## config.mk

```make
export PLATFORM = sky130hd
export DESIGN_NAME = asgi_ctrl
export DESIGN_NICKNAME = d
export VERILOG_FILES = /design/src/rtl/core/asgi_pkg.sv /design/src/rtl/core/asgi_ctrl.sv
export SDC_FILE = /design/constraint.sdc
export NUM_CORES = 1
export LEC_CHECK = 0
export BUFFER_PORTS_ARGS = -buffer_cell sky130_fd_sc_hd__buf_2
export CORE_AREA = 3 3 40 42
export CTS_CLUSTER_SIZE = 16
export DETAILED_ROUTE_END_ITERATION = 8
export DIE_AREA = 0 0 43 45
export GPL_TIMING_DRIVEN = 0
export PLACE_DENSITY = 0.82
export SLEW_MARGIN = 15
export SYNTH_ARGS = -nofsm -noshare
export SYNTH_HDL_FRONTEND = slang
export SYNTH_SLANG_ARGS = --single-unit
export TNS_END_PERCENT = 20
```

## constraint.sdc

```tcl
create_clock -name clock -period 1.39 [get_ports clock]
set_clock_uncertainty 0.2 [all_clocks]
set_input_delay 0.2085 -clock clock [delete_from_list [all_inputs] [get_ports clock]]
set_output_delay 0.2085 -clock clock [all_outputs]
set_load 0.05 [all_outputs]
```

## src/rtl/core/asgi_pkg.sv

```systemverilog
// ----------------------------------------------------------------------------
// asgi_pkg
// Shared types, constants and helpers for the greedy acute-set insertion block.
// ----------------------------------------------------------------------------
`default_nettype none

package asgi_pkg;

   // Store geometry
   localparam int SET_CAPACITY = 512;
   localparam int POINT_BITS   = 32;
   localparam int ADDR_W       = $clog2(SET_CAPACITY);
   localparam int CNT_W        = $clog2(SET_CAPACITY + 1);

   // Field widths of the interface
   localparam int PT_W      = 32;
   localparam int DIM_W     = 6;
   localparam int TARGET_W  = 10;
   localparam int COUNT_W   = 10;
   localparam int REASON_W  = 3;
   localparam int WIDE_W    = (CNT_W > TARGET_W) ? CNT_W : TARGET_W;
   localparam int WIDE_OUT  = (WIDE_W > COUNT_W) ? WIDE_W : COUNT_W;

   // Register port
   localparam int CSR_IDX_W  = 1;
   localparam int CSR_DATA_W = 10;
   localparam logic [CSR_IDX_W-1:0] CSR_DIMENSION   = 1'd0;
   localparam logic [CSR_IDX_W-1:0] CSR_TARGET_SIZE = 1'd1;

   localparam logic [DIM_W-1:0]    DIM_RESET    = 6'd32;
   localparam logic [TARGET_W-1:0] TARGET_RESET = 10'd512;

   // Result codes
   typedef enum logic [REASON_W-1:0] {
      REASON_NONE      = 3'd0,
      REASON_DUPLICATE = 3'd1,
      REASON_AT_CAND   = 3'd2,
      REASON_AT_APEX   = 3'd3,
      REASON_TARGET    = 3'd4
   } reason_type;

   // Scan phase selects the test applied to each streamed word
   typedef enum logic [1:0] {
      PH_DUP  = 2'd0,
      PH_PAIR = 2'd1,
      PH_APEX = 2'd2
   } phase_type;

   typedef enum logic [2:0] {
      ST_IDLE,
      ST_START,
      ST_DUP,
      ST_PAIR_LOAD,
      ST_PAIR_SCAN,
      ST_APEX_LOAD,
      ST_APEX_SCAN,
      ST_RESULT
   } state_type;

   // Payloads
   typedef struct packed {
      logic [PT_W-1:0] point;
      logic            restart;
   } req_type;

   typedef struct packed {
      logic                accepted;
      logic [REASON_W-1:0] reject_reason;
      logic [COUNT_W-1:0]  set_count;
      logic                target_reached;
   } rsp_type;

   // Controller to datapath
   typedef struct packed {
      logic       accept;
      logic       scan_init;
      logic       scan_run;
      logic       outer_init;
      logic       outer_next;
      logic       load_base;
      logic       commit;
      phase_type  phase;
      reason_type reason;
   } cmd_type;

   // Datapath to controller
   typedef struct packed {
      logic full;
      logic hit;
      logic scan_end;
      logic i_valid;
      logic slot_free;
   } sts_type;

   // Coordinate mask: bit k kept when k is below the dimension
   function automatic logic [POINT_BITS-1:0] coord_mask(input logic [DIM_W-1:0] dim);
      logic [POINT_BITS-1:0] m;
      for (int k = 0; k < POINT_BITS; k++) begin
         m[k] = (DIM_W'(k) < dim);
      end
      return m;
   endfunction

endpackage

`default_nettype wire

```

## src/rtl/core/asgi_ctrl.sv

```systemverilog
// ----------------------------------------------------------------------------
// asgi_ctrl
// Sequencer: duplicate scan, candidate-apex pair scan, stored-apex scan, commit.
// ----------------------------------------------------------------------------
`default_nettype none

module asgi_ctrl (
   input  wire logic              clock,
   input  wire logic              reset,
   input  wire logic              req_valid,
   output logic                   req_ready,
   input  wire asgi_pkg::sts_type sts,
   output asgi_pkg::cmd_type      cmd
);

   asgi_pkg::state_type  state_ff, state_in;
   asgi_pkg::reason_type reason_ff, reason_in;

   // State and verdict registers
   always_ff @(posedge clock) begin
      if (reset) begin
         state_ff  <= asgi_pkg::ST_IDLE;
         reason_ff <= asgi_pkg::REASON_NONE;
      end else begin
         state_ff  <= state_in;
         reason_ff <= reason_in;
      end
   end

   // Next state and verdict
   always_comb begin
      state_in  = state_ff;
      reason_in = reason_ff;
      unique case (state_ff)
         asgi_pkg::ST_IDLE: begin
            if (req_valid) state_in = asgi_pkg::ST_START;
         end
         asgi_pkg::ST_START: begin
            if (sts.full) begin
               state_in  = asgi_pkg::ST_RESULT;
               reason_in = asgi_pkg::REASON_TARGET;
            end else begin
               state_in = asgi_pkg::ST_DUP;
            end
         end
         asgi_pkg::ST_DUP: begin
            if (sts.hit) begin
               state_in  = asgi_pkg::ST_RESULT;
               reason_in = asgi_pkg::REASON_DUPLICATE;
            end else if (sts.scan_end) begin
               state_in = asgi_pkg::ST_PAIR_LOAD;
            end
         end
         asgi_pkg::ST_PAIR_LOAD: begin
            state_in = sts.i_valid ? asgi_pkg::ST_PAIR_SCAN : asgi_pkg::ST_APEX_LOAD;
         end
         asgi_pkg::ST_PAIR_SCAN: begin
            if (sts.hit) begin
               state_in  = asgi_pkg::ST_RESULT;
               reason_in = asgi_pkg::REASON_AT_CAND;
            end else if (sts.scan_end) begin
               state_in = asgi_pkg::ST_PAIR_LOAD;
            end
         end
         asgi_pkg::ST_APEX_LOAD: begin
            if (sts.i_valid) begin
               state_in = asgi_pkg::ST_APEX_SCAN;
            end else begin
               state_in  = asgi_pkg::ST_RESULT;
               reason_in = asgi_pkg::REASON_NONE;
            end
         end
         asgi_pkg::ST_APEX_SCAN: begin
            if (sts.hit) begin
               state_in  = asgi_pkg::ST_RESULT;
               reason_in = asgi_pkg::REASON_AT_APEX;
            end else if (sts.scan_end) begin
               state_in = asgi_pkg::ST_APEX_LOAD;
            end
         end
         asgi_pkg::ST_RESULT: begin
            if (sts.slot_free) state_in = asgi_pkg::ST_IDLE;
         end
         default: state_in = asgi_pkg::ST_IDLE;
      endcase
   end

   // Commands to the datapath
   always_comb begin
      req_ready  = 1'b0;
      cmd        = '0;
      cmd.phase  = asgi_pkg::PH_DUP;
      cmd.reason = reason_ff;
      unique case (state_ff)
         asgi_pkg::ST_IDLE: begin
            req_ready  = 1'b1;
            cmd.accept = req_valid;
         end
         asgi_pkg::ST_START: begin
            cmd.scan_init = !sts.full;
         end
         asgi_pkg::ST_DUP: begin
            cmd.scan_run   = 1'b1;
            cmd.outer_init = sts.scan_end;
         end
         asgi_pkg::ST_PAIR_LOAD: begin
            cmd.phase      = asgi_pkg::PH_PAIR;
            cmd.load_base  = sts.i_valid;
            cmd.scan_init  = sts.i_valid;
            cmd.outer_init = !sts.i_valid;
         end
         asgi_pkg::ST_PAIR_SCAN: begin
            cmd.phase      = asgi_pkg::PH_PAIR;
            cmd.scan_run   = 1'b1;
            cmd.outer_next = sts.scan_end;
         end
         asgi_pkg::ST_APEX_LOAD: begin
            cmd.phase     = asgi_pkg::PH_APEX;
            cmd.load_base = sts.i_valid;
            cmd.scan_init = sts.i_valid;
         end
         asgi_pkg::ST_APEX_SCAN: begin
            cmd.phase      = asgi_pkg::PH_APEX;
            cmd.scan_run   = 1'b1;
            cmd.outer_next = sts.scan_end;
         end
         asgi_pkg::ST_RESULT: begin
            cmd.commit = sts.slot_free;
         end
         default: ;
      endcase
   end

`ifndef SYNTH
   // A waiting result must hold the sequencer in place
   a_result_hold: assert property (@(posedge clock) disable iff (reset)
      (state_ff == asgi_pkg::ST_RESULT && !sts.slot_free) |=> state_ff == asgi_pkg::ST_RESULT)
      else $error("asgi_ctrl: left result state while output slot busy");
`endif

endmodule

`default_nettype wire

```

==> impl_results.md, run 1 <==
- Final period util: 133%
- Post-synthesis mux area share: 4.01%
- Routed Antenna Nets: 0
- Initial antenna violation count: 0
- Number of CTS-inserted buffers: 3
- Largest family of logic cells by synthesized area: simple AND/OR/NAND/NOR gates
- Setup Crit Path Kind: reg2out
- Sequential power share: 16.2%
- First-pass GRT wire length: 3670 um
- Die width: 43 um
- Internal power: 0.784 mW
- Largest cells by area after synthesis: dfxtp_1 (23%), nand2b_1 (7.1%), a21oi_1 (5.7%)
- Pin count of the biggest net entering global routing: 11
- Adder-cell area share of the yosys netlist: 1.89%
- CTS tree: yes
- Clk buf depth: 2
- H-tree depth: 1
- Outcome: finished, violations left
- Global placement routability congestion: 0.783
- Commonest cells in the netlist: a21oi_1 (6), dfxtp_1 (6), nand2b_1 (6), nor2_1 (6)
- Rows: 13
- CP startpoint kind: flop
- Post-synth top area share: 22.6%
- Core area: 1280 um^2
- Final setup viols: 14
- Worst Hold Class: in2reg
- Final core occ: 76.2%
- Final cell count without fillers: 120
- Final Cell Area: 980 um^2
- Synth Area in Simple Gates: 34.9%
- Nets: 115
- I/O pin count: 21
- Post-synth EDFFs: 0
- Total routed wirelength: 2640 um
- Drt pass-1 iters: 5
- Mapped Area: 531 um^2
- Placed cells: 105
- Sw frac: 49.0%
- Final slew viol count: 0
- Clock sink count: 6
- Slew margin rel.: 81.0%
- Synthesized area per cell: 7.58 um^2
- CP arrival: 1.44 ns
- Required @ worst endpoint: 0.98 ns
- Area growth syn-to-layout: 84.7%
- Die Height: 45 um
- Fillers: 74
- Setup TNS: -3.63 ns
- Initial Util: 41.3%
- Leak: 0.417 nW
- Clock network power share: 11.2%
- GRT Resource Usage Total: 25.8%
- Netlist cell types: 34
- RSZ-0062 raised after global routing: yes
- N_diodes: 0
- Max-Cap Viols: 0
- Vias per std cell: 6.63
- Largest area contributor in the netlist: dfxtp_1
- FMAX: 0.540 GHz
- Instance area after placement: 699 um^2
- Tightest Pin Transition: 0.287 ns
- Starting DRC count in detailed routing: 73
- Final min period: 1.85 ns
- Ys async rst share: 0%
- Root Driver: clkbuf_4
- Die area: 1940 um^2
- Worst skew pair latency: 0.26 ns
- Net switching power: 0.753 mW
- Vias: 796
- Ys flop type: dfxtp_1
- Combinational power share: 72.6%
- Gr ovfl total: 0
- Port buffer count: 20
- Wirelength per Cell: 22.0 um
- Critical path capture point type: output port
- Synth Net Count: 78
- Synth Warn #: 0
- Synthesized flop and latch total: 6
- VDD IR max: 0.695 mV
- Register area share after synthesis: 22.6%
- Final hold violations: 0
- Worst-path clk slew: 0.05 ns
- CP max FO: 3
- DRC violations left: 0
- Share of layout cells above drive strength 1: 57.1%
- Failing checks: negative setup slack
- P per Cell Area: 1570 nW/um^2
- Synth Area in Compound Gates: 26.9%
- Synth Instances: 70
- Xor/xnor share of the synthesized area: 1.65%
- Setup ws final: -0.461 ns
- Vias in the first global route: 725
- DP Wirelength: 1110 um
[sequential cells by signal (all words and copies together) (netlist names)]
register	flops
reason_ff	3
state_ff	3
[per-layer routing]
| metal | GRT usage, % | part of all wire [%] | up-vias |
|---|---|---|---|
| met5 | 0 | 0 | - |
| met4 | 15.7 | 7.4 | 0 |
| met3 | 5.58 | 12 | 24 |
| met2 | 44.6 | 45 | 91 |
| met1 | 29.2 | 35 | 352 |
| li1 | - | - | 329 |
[stage by stage]
step	total power [mW]	setup slack [ns]	hold slack (ns)
floorplan	0.840	-0.405	0.0709
global placement	0.972	-0.328	0.255
detailed placement	0.988	-0.373	0.267
CTS	1.37	-0.432	0.0765
global route	1.59	-0.500	0.0971
finish	1.54	-0.461	0.0974
[layout make-up]
class	count	area, um^2	share of cell area (%)
plain buffers	6	78.8	8.05
clock buffers	3	22.5	2.30
inverters	1	3.75	0.383
multi-input cells	57	452	46.1
flip-flops and latches	6	129	13.2
well taps	15	18.8	1.92
repair buffers	32	275	28.1
[power by group through the flow]
| stage | combinational (mW) | clock [mW] | sequential, mW |
|---|---|---|---|
| 5_1_grt | 1.16 | 0.184 | 0.250 |
| 3_3_place_gp | 0.733 | 0 | 0.238 |
| 3_5_place_dp | 0.749 | 0 | 0.239 |
| 2_1_floorplan | 0.576 | 0 | 0.264 |
| 6_report | 1.12 | 0.173 | 0.249 |
| 4_1_cts | 0.946 | 0.180 | 0.244 |
[what timing repair did]
item                                    in CTS  in global routing
hold endpoints to repair                     1                  0
endpoints found under the setup margin      14                 15
pin swaps                                    4                  6
resized for setup                           34                 16
buffers inserted                             7                  2
hold buffers                                 3                  0
[critical path, cell delays in order (launching register included)]
cell,delay [ns]
dfxtp_2,0.34
buf_6,0.12
mux2_4,0.32
nor3b_4,0.21
buf_6,0.19
[cells in the final DEF (no fill, tap or decap), drive strengths merged, types with 2 or more instances in the layout]
cell,netlist,layout
buf,6,35
clkbuf,0,3
nor2,6,6
a311oi,2,2
o21ai,6,6
a21oi,7,7
dlygate4sd3,0,3
nand2,2,2
nand3b,3,3
o211ai,2,2
nor3,5,5
nand2b,6,6
dfxtp,6,6
and2,2,2
[cell families (layout without fill, tap and decap cells)]
kind of cell / after synthesis / count (layout)
adders and majority gates: 1 / 1
buffers and inverters: 7 / 42
and+or+nand+nor: 31 / 31
muxes: 2 / 2
AOI/OAI and AO/OA: 22 / 22
xor gates and xnor gates: 1 / 1
DFF: 6 / 6
[final timing paths]
| check | slack [ns] | depth (start not counted) | endpoint | startpoint |
|---|---|---|---|---|
| worst min-delay path | 0.1 | 4 | reason_ff[2] | reset |
| worst min register to register | 0.30 | 2 | reason_ff[1] | reason_ff[1] |
| worst max-delay path | -0.46 | 4 | cmd[8] | state_ff[0] |
| worst max register to register | -0.14 | 6 | state_ff[2] | state_ff[0] |
Note: power is estimated with default switching activity, not from simulation.
==> inputs of run 2 (changes only) <==
==> constraint.sdc (replaced) <==
create_clock -name clock -period 1.39 [get_ports clock]
set_clock_uncertainty 0.2 [all_clocks]
set_input_delay 0.3475 -clock clock [delete_from_list [all_inputs] [get_ports clock]]
set_output_delay 0.3475 -clock clock [all_outputs]
set_load 0.05 [all_outputs]
==> impl_results.md, run 2 (same netlist as run 1, synthesis figures left out) <==
- Starting DRC count in detailed routing: 37
- Final slew viol count: 0
- Placed cells: 105
- Most frequent cells in the layout: buf_4 (13), buf_6 (10), buf_2 (7)
- Core area: 1280 um^2
- Wire length on met3: 239 um
- Final period util: 142%
- Routed Antenna Nets: 0
- Vias in the first global route: 708
- Uppermost layer routed: met4
- Required @ worst endpoint: 0.84 ns
- Commonest non-fill, non-tap cell in the layout: buf_4
- Hold slack: 0.137 ns
- First-pass GRT wire length: 3530 um
- Nets: 113
- H-tree depth: 1
- Fillers: 91
- Largest regs: reason_ff x3, state_ff x3
- Final setup viols: 15
- CP arrival: 1.42 ns
- Port buffer count: 20
- CTS tree: yes
- Met1 wire length: 900 um
- Pin count of the biggest net entering global routing: 11
- DP Wirelength: 1110 um
- CP max FO: 3
- Share of layout cells above drive strength 1: 57.3%
- Clk buf depth: 2
- VDD IR max: 0.774 mV
- DRC violations left: 0
- Rows: 13
- Final hold violations: 0
- Final core occ: 72.9%
- GRT Resource Usage Total: 24.5%
- CP startpoint kind: flop
- Area growth syn-to-layout: 76.7%
- N_diodes: 0
- FMAX: 0.508 GHz
- Max-Cap Viols: 0
- Global placement routability congestion: 0.783
- Multi-input gate area: 435 um^2
- Vias per std cell: 6.19
- Gr ovfl total: 0
- Worst skew pair latency: 0.27 ns
- Initial Util: 41.3%
- Root Driver: clkbuf_4
- Drt pass-1 iters: 4
- Critical path capture point type: output port
- Setup ws final: -0.578 ns
- Initial antenna violation count: 0
- RSZ-0062 raised after global routing: yes
- Outcome: finished, violations left
- Clock sink count: 6
- Worst-path clk slew: 0.06 ns
- Die width: 43 um
- Number of CTS-inserted buffers: 3
- Setup WS pre-CTS: -0.512 ns
- Final min period: 1.97 ns
- I/O pin count: 21
- Post-CTS Hold Fix Bufs: 0
- P per Cell Area: 1570 nW/um^2
- Failing checks: negative setup slack
- Setup Crit Path Kind: reg2out
- Tightest Pin Transition: 0.270 ns
- Slew margin rel.: 81.9%
- Wirelength per Cell: 19.2 um
- Met2 wire length: 1090 um
- Die Height: 45 um
- Worst Hold Class: in2reg
- Total routed wirelength: 2270 um
- Sequential Area: 129 um^2
- Die area: 1940 um^2
- Final cell count without fillers: 118
- Vias: 731
- Leak: 0.398 nW
-- run 2: cell types whose count changed in the layout (fill, tap and decap cells not counted), sizes merged --
cell	previous run	this run
clkbuf	3	4
dlygate4sd3	3	0
-- run 2: path summary, 6_finish.rpt --
kind           startpoint      endpoint  slack (ns)  cells past startpoint
max           state_ff[0]        cmd[8]       -0.58                      4
min                 reset   state_ff[0]        0.14                      2
max reg2reg   state_ff[0]   state_ff[2]       -0.19                      7
min reg2reg  reason_ff[1]  reason_ff[1]        0.27                      2
-- run 2: per-stage QoR --
stage | TNS, ns | instance area, um^2 | total power, mW
final | -5.34 | 937 | 1.47
after global routing | -6.04 | 937 | 1.53
after CTS | -4.60 | 882 | 1.37
after detailed placement | -3.72 | 699 | 0.988
after global placement | -3.48 | 699 | 0.972
after floorplan | -3.78 | 581 | 0.840
-- run 2: layout make-up --
| class | count | share of cell area [%] |
|---|---|---|
| Sequential cell | 6 | 13.8 |
| Inverter | 1 | 0.401 |
| Multi-Input combinational cell | 57 | 46.5 |
| Clock buffer | 3 | 2.40 |
| Tap cell | 15 | 2.00 |
| Buffer | 6 | 8.01 |
| Timing Repair Buffer | 30 | 27.0 |
-- run 2: power breakdown --
group          total [mW]  leakage (nW)  switching, mW  internal, mW
clock network       0.185        0.0138         0.0858        0.0992
logic                1.04         0.333          0.592         0.449
registers           0.248        0.0508         0.0377         0.210
-- run 2: timing repair --
action                     CTS  global route
setup endpoints to repair   16            17
setup buffers                7             3
gates resized for setup     36            10
pin swaps                    4             4
-- run 2: critical path, stage by stage, from the launching register on --
cell and delay, ns:
dfxtp_2 0.34, buf_6 0.12, mux2_4 0.31, nor3b_4 0.20
buf_6 0.18
-- run 2: metal layers --
layer | vias up | GRT usage [%]
met5 | - | 0
met4 | 0 | 12.0
met3 | 7 | 6.37
met2 | 56 | 40.1
met1 | 343 | 30.0
li1 | 325 | -
==> inputs of run 3 (changes only) <==
--- a/config.mk
+++ b/config.mk
@@ -6,10 +6,10 @@
 export NUM_CORES = 1
 export LEC_CHECK = 0
 export BUFFER_PORTS_ARGS = -buffer_cell sky130_fd_sc_hd__buf_2
-export CORE_AREA = 3 3 40 42
+export CORE_AREA = 2 2 39 41
 export CTS_CLUSTER_SIZE = 16
 export DETAILED_ROUTE_END_ITERATION = 8
-export DIE_AREA = 0 0 43 45
+export DIE_AREA = 0 0 41 43
 export GPL_TIMING_DRIVEN = 0
 export PLACE_DENSITY = 0.82
 export SLEW_MARGIN = 15
==> impl_results.md, run 3 (same netlist as run 1, synthesis figures left out) <==
- Slew margin rel.: 83.6%
- Sequential power share: 16.5%
- Die area: 1760 um^2
- Failing checks: negative setup slack
- Leak: 0.400 nW
- Multi-input gate area: 448 um^2
- Rows: 14
- Worst skew pair latency: 0.26 ns
- CP max FO: 7
- CTS tree: yes
- Gr ovfl total: 0
- Routed Antenna Nets: 0
- Core area: 1380 um^2
- Combinational power share: 72.0%
- Nets: 112
- Worst-path clk slew: 0.05 ns
- P per Cell Area: 1560 nW/um^2
- Drt pass-1 iters: 4
- Final cell count without fillers: 118
- Initial antenna violation count: 0
- Clock sink count: 6
- Internal power: 0.782 mW
- RSZ-0062 raised after global routing: yes
- Clk buf depth: 2
- Worst Hold Class: in2reg
- Final min period: 1.91 ns
- Commonest non-fill, non-tap cell in the layout: buf_6
- Worst Setup SP: state_ff[1]
- Root Driver: clkbuf_4
- Wirelength per Cell: 15.8 um
- Sequential Area: 129 um^2
- VDD IR max: 0.794 mV
- GRT Resource Usage Total: 21.2%
- CP startpoint kind: flop
- Global placement routability congestion: 0.725
- Final setup viols: 14
- Post-CTS Hold Fix Bufs: 0
- Final hold violations: 0
- Port buffer count: 20
- Fillers: 96
- Placed cells: 106
- Vias: 692
- HP Start: reset
- Max-Cap Viols: 0
- Share of layout cells above drive strength 1: 58.8%
- Final period util: 137%
- Starting DRC count in detailed routing: 36
- First-pass GRT wire length: 2570 um
- Setup ws final: -0.520 ns
- CP arrival: 1.36 ns
- Final Power: 1.47 mW
- Vias in the first global route: 563
- I/O pin count: 21
- Total routed wirelength: 1860 um
- Initial Util: 38.3%
- Tightest Pin Transition: 0.247 ns
- Number of CTS-inserted buffers: 3
- Area growth syn-to-layout: 78.1%
- Pin count of the biggest net entering global routing: 11
- Vias per std cell: 5.86
- Net switching power: 0.689 mW
- Sw frac: 46.8%
- Die Height: 43 um
- Most frequent cells in the layout: buf_6 (15), buf_2 (8), buf_4 (8)
- N_diodes: 0
- Setup Crit Path Kind: reg2out
- DRC violations left: 0
- Die width: 41 um
- Hold slack: 0.149 ns
- H-tree depth: 1
- Required @ worst endpoint: 0.84 ns
- Critical path capture point type: output port
- Outcome: finished, violations left
- Final slew viol count: 0
- FF-to-FF Start: state_ff[0]
- Largest regs: reason_ff x3, state_ff x3
- DP Wirelength: 997 um
- FMAX: 0.524 GHz
- Clock network power share: 11.5%
-- run 3: layer usage --
layer	vias up	part of all wire, %	global-route usage (%)	routed length [um]
met2	31	51	34.4	959
met1	336	42	26.8	784
met3	4	4.6	4.71	85
met5	-	0	0	0
met4	0	1.9	6.00	35
li1	321	-	-	-
-- run 3: final timing paths --
| path | to | slack, ns | cells past startpoint |
|---|---|---|---|
| max reg2reg | state_ff[2] | -0.09 | 5 |
| min reg2reg | reason_ff[1] | 0.28 | 2 |
| min | state_ff[0] | 0.15 | 2 |
| max | cmd[11] | -0.52 | 5 |
-- run 3: what timing repair did --
action                                  4_1_cts  5_1_grt
endpoints found under the setup margin       14       16
gates resized for setup                      39        9
pin swaps                                     7        5
setup buffers                                 5        4
-- run 3: cell type report --
class	instances	area share, %
plain buffers	6	7.95
flip-flops and latches	6	13.6
well taps	16	2.12
multi-input cells	57	47.4
inverters	1	0.397
repair buffers	29	26.1
clock buffers	3	2.38
-- run 3: power by group through the flow --
stage	Sequential [mW]	Combinational [mW]	Clock (mW)
finish	0.243	1.06	0.170
global placement	0.238	0.735	0
detailed placement	0.238	0.742	0
CTS	0.249	0.925	0.176
global route	0.246	1.11	0.188
floorplan	0.264	0.576	0
-- run 3: critical path: stages, from the launching register on --
cell and delay [ns]:
dfxtp_4 0.35, buf_6 0.14, buf_6 0.11, nor3_4 0.20, and2_4 0.18, buf_8 0.14
-- run 3: through the flow --
step | TNS, ns | utilization, % | setup slack [ns] | cell area [um^2]
2_1_floorplan | -3.78 | - | -0.544 | 581
3_3_place_gp | -3.43 | 50.6 | -0.464 | 701
3_5_place_dp | -3.52 | 50.6 | -0.469 | 701
4_1_cts | -4.21 | 63.7 | -0.521 | 882
5_1_grt | -5.17 | 68.3 | -0.583 | 945
6_report | -4.47 | 68.3 | -0.520 | 945
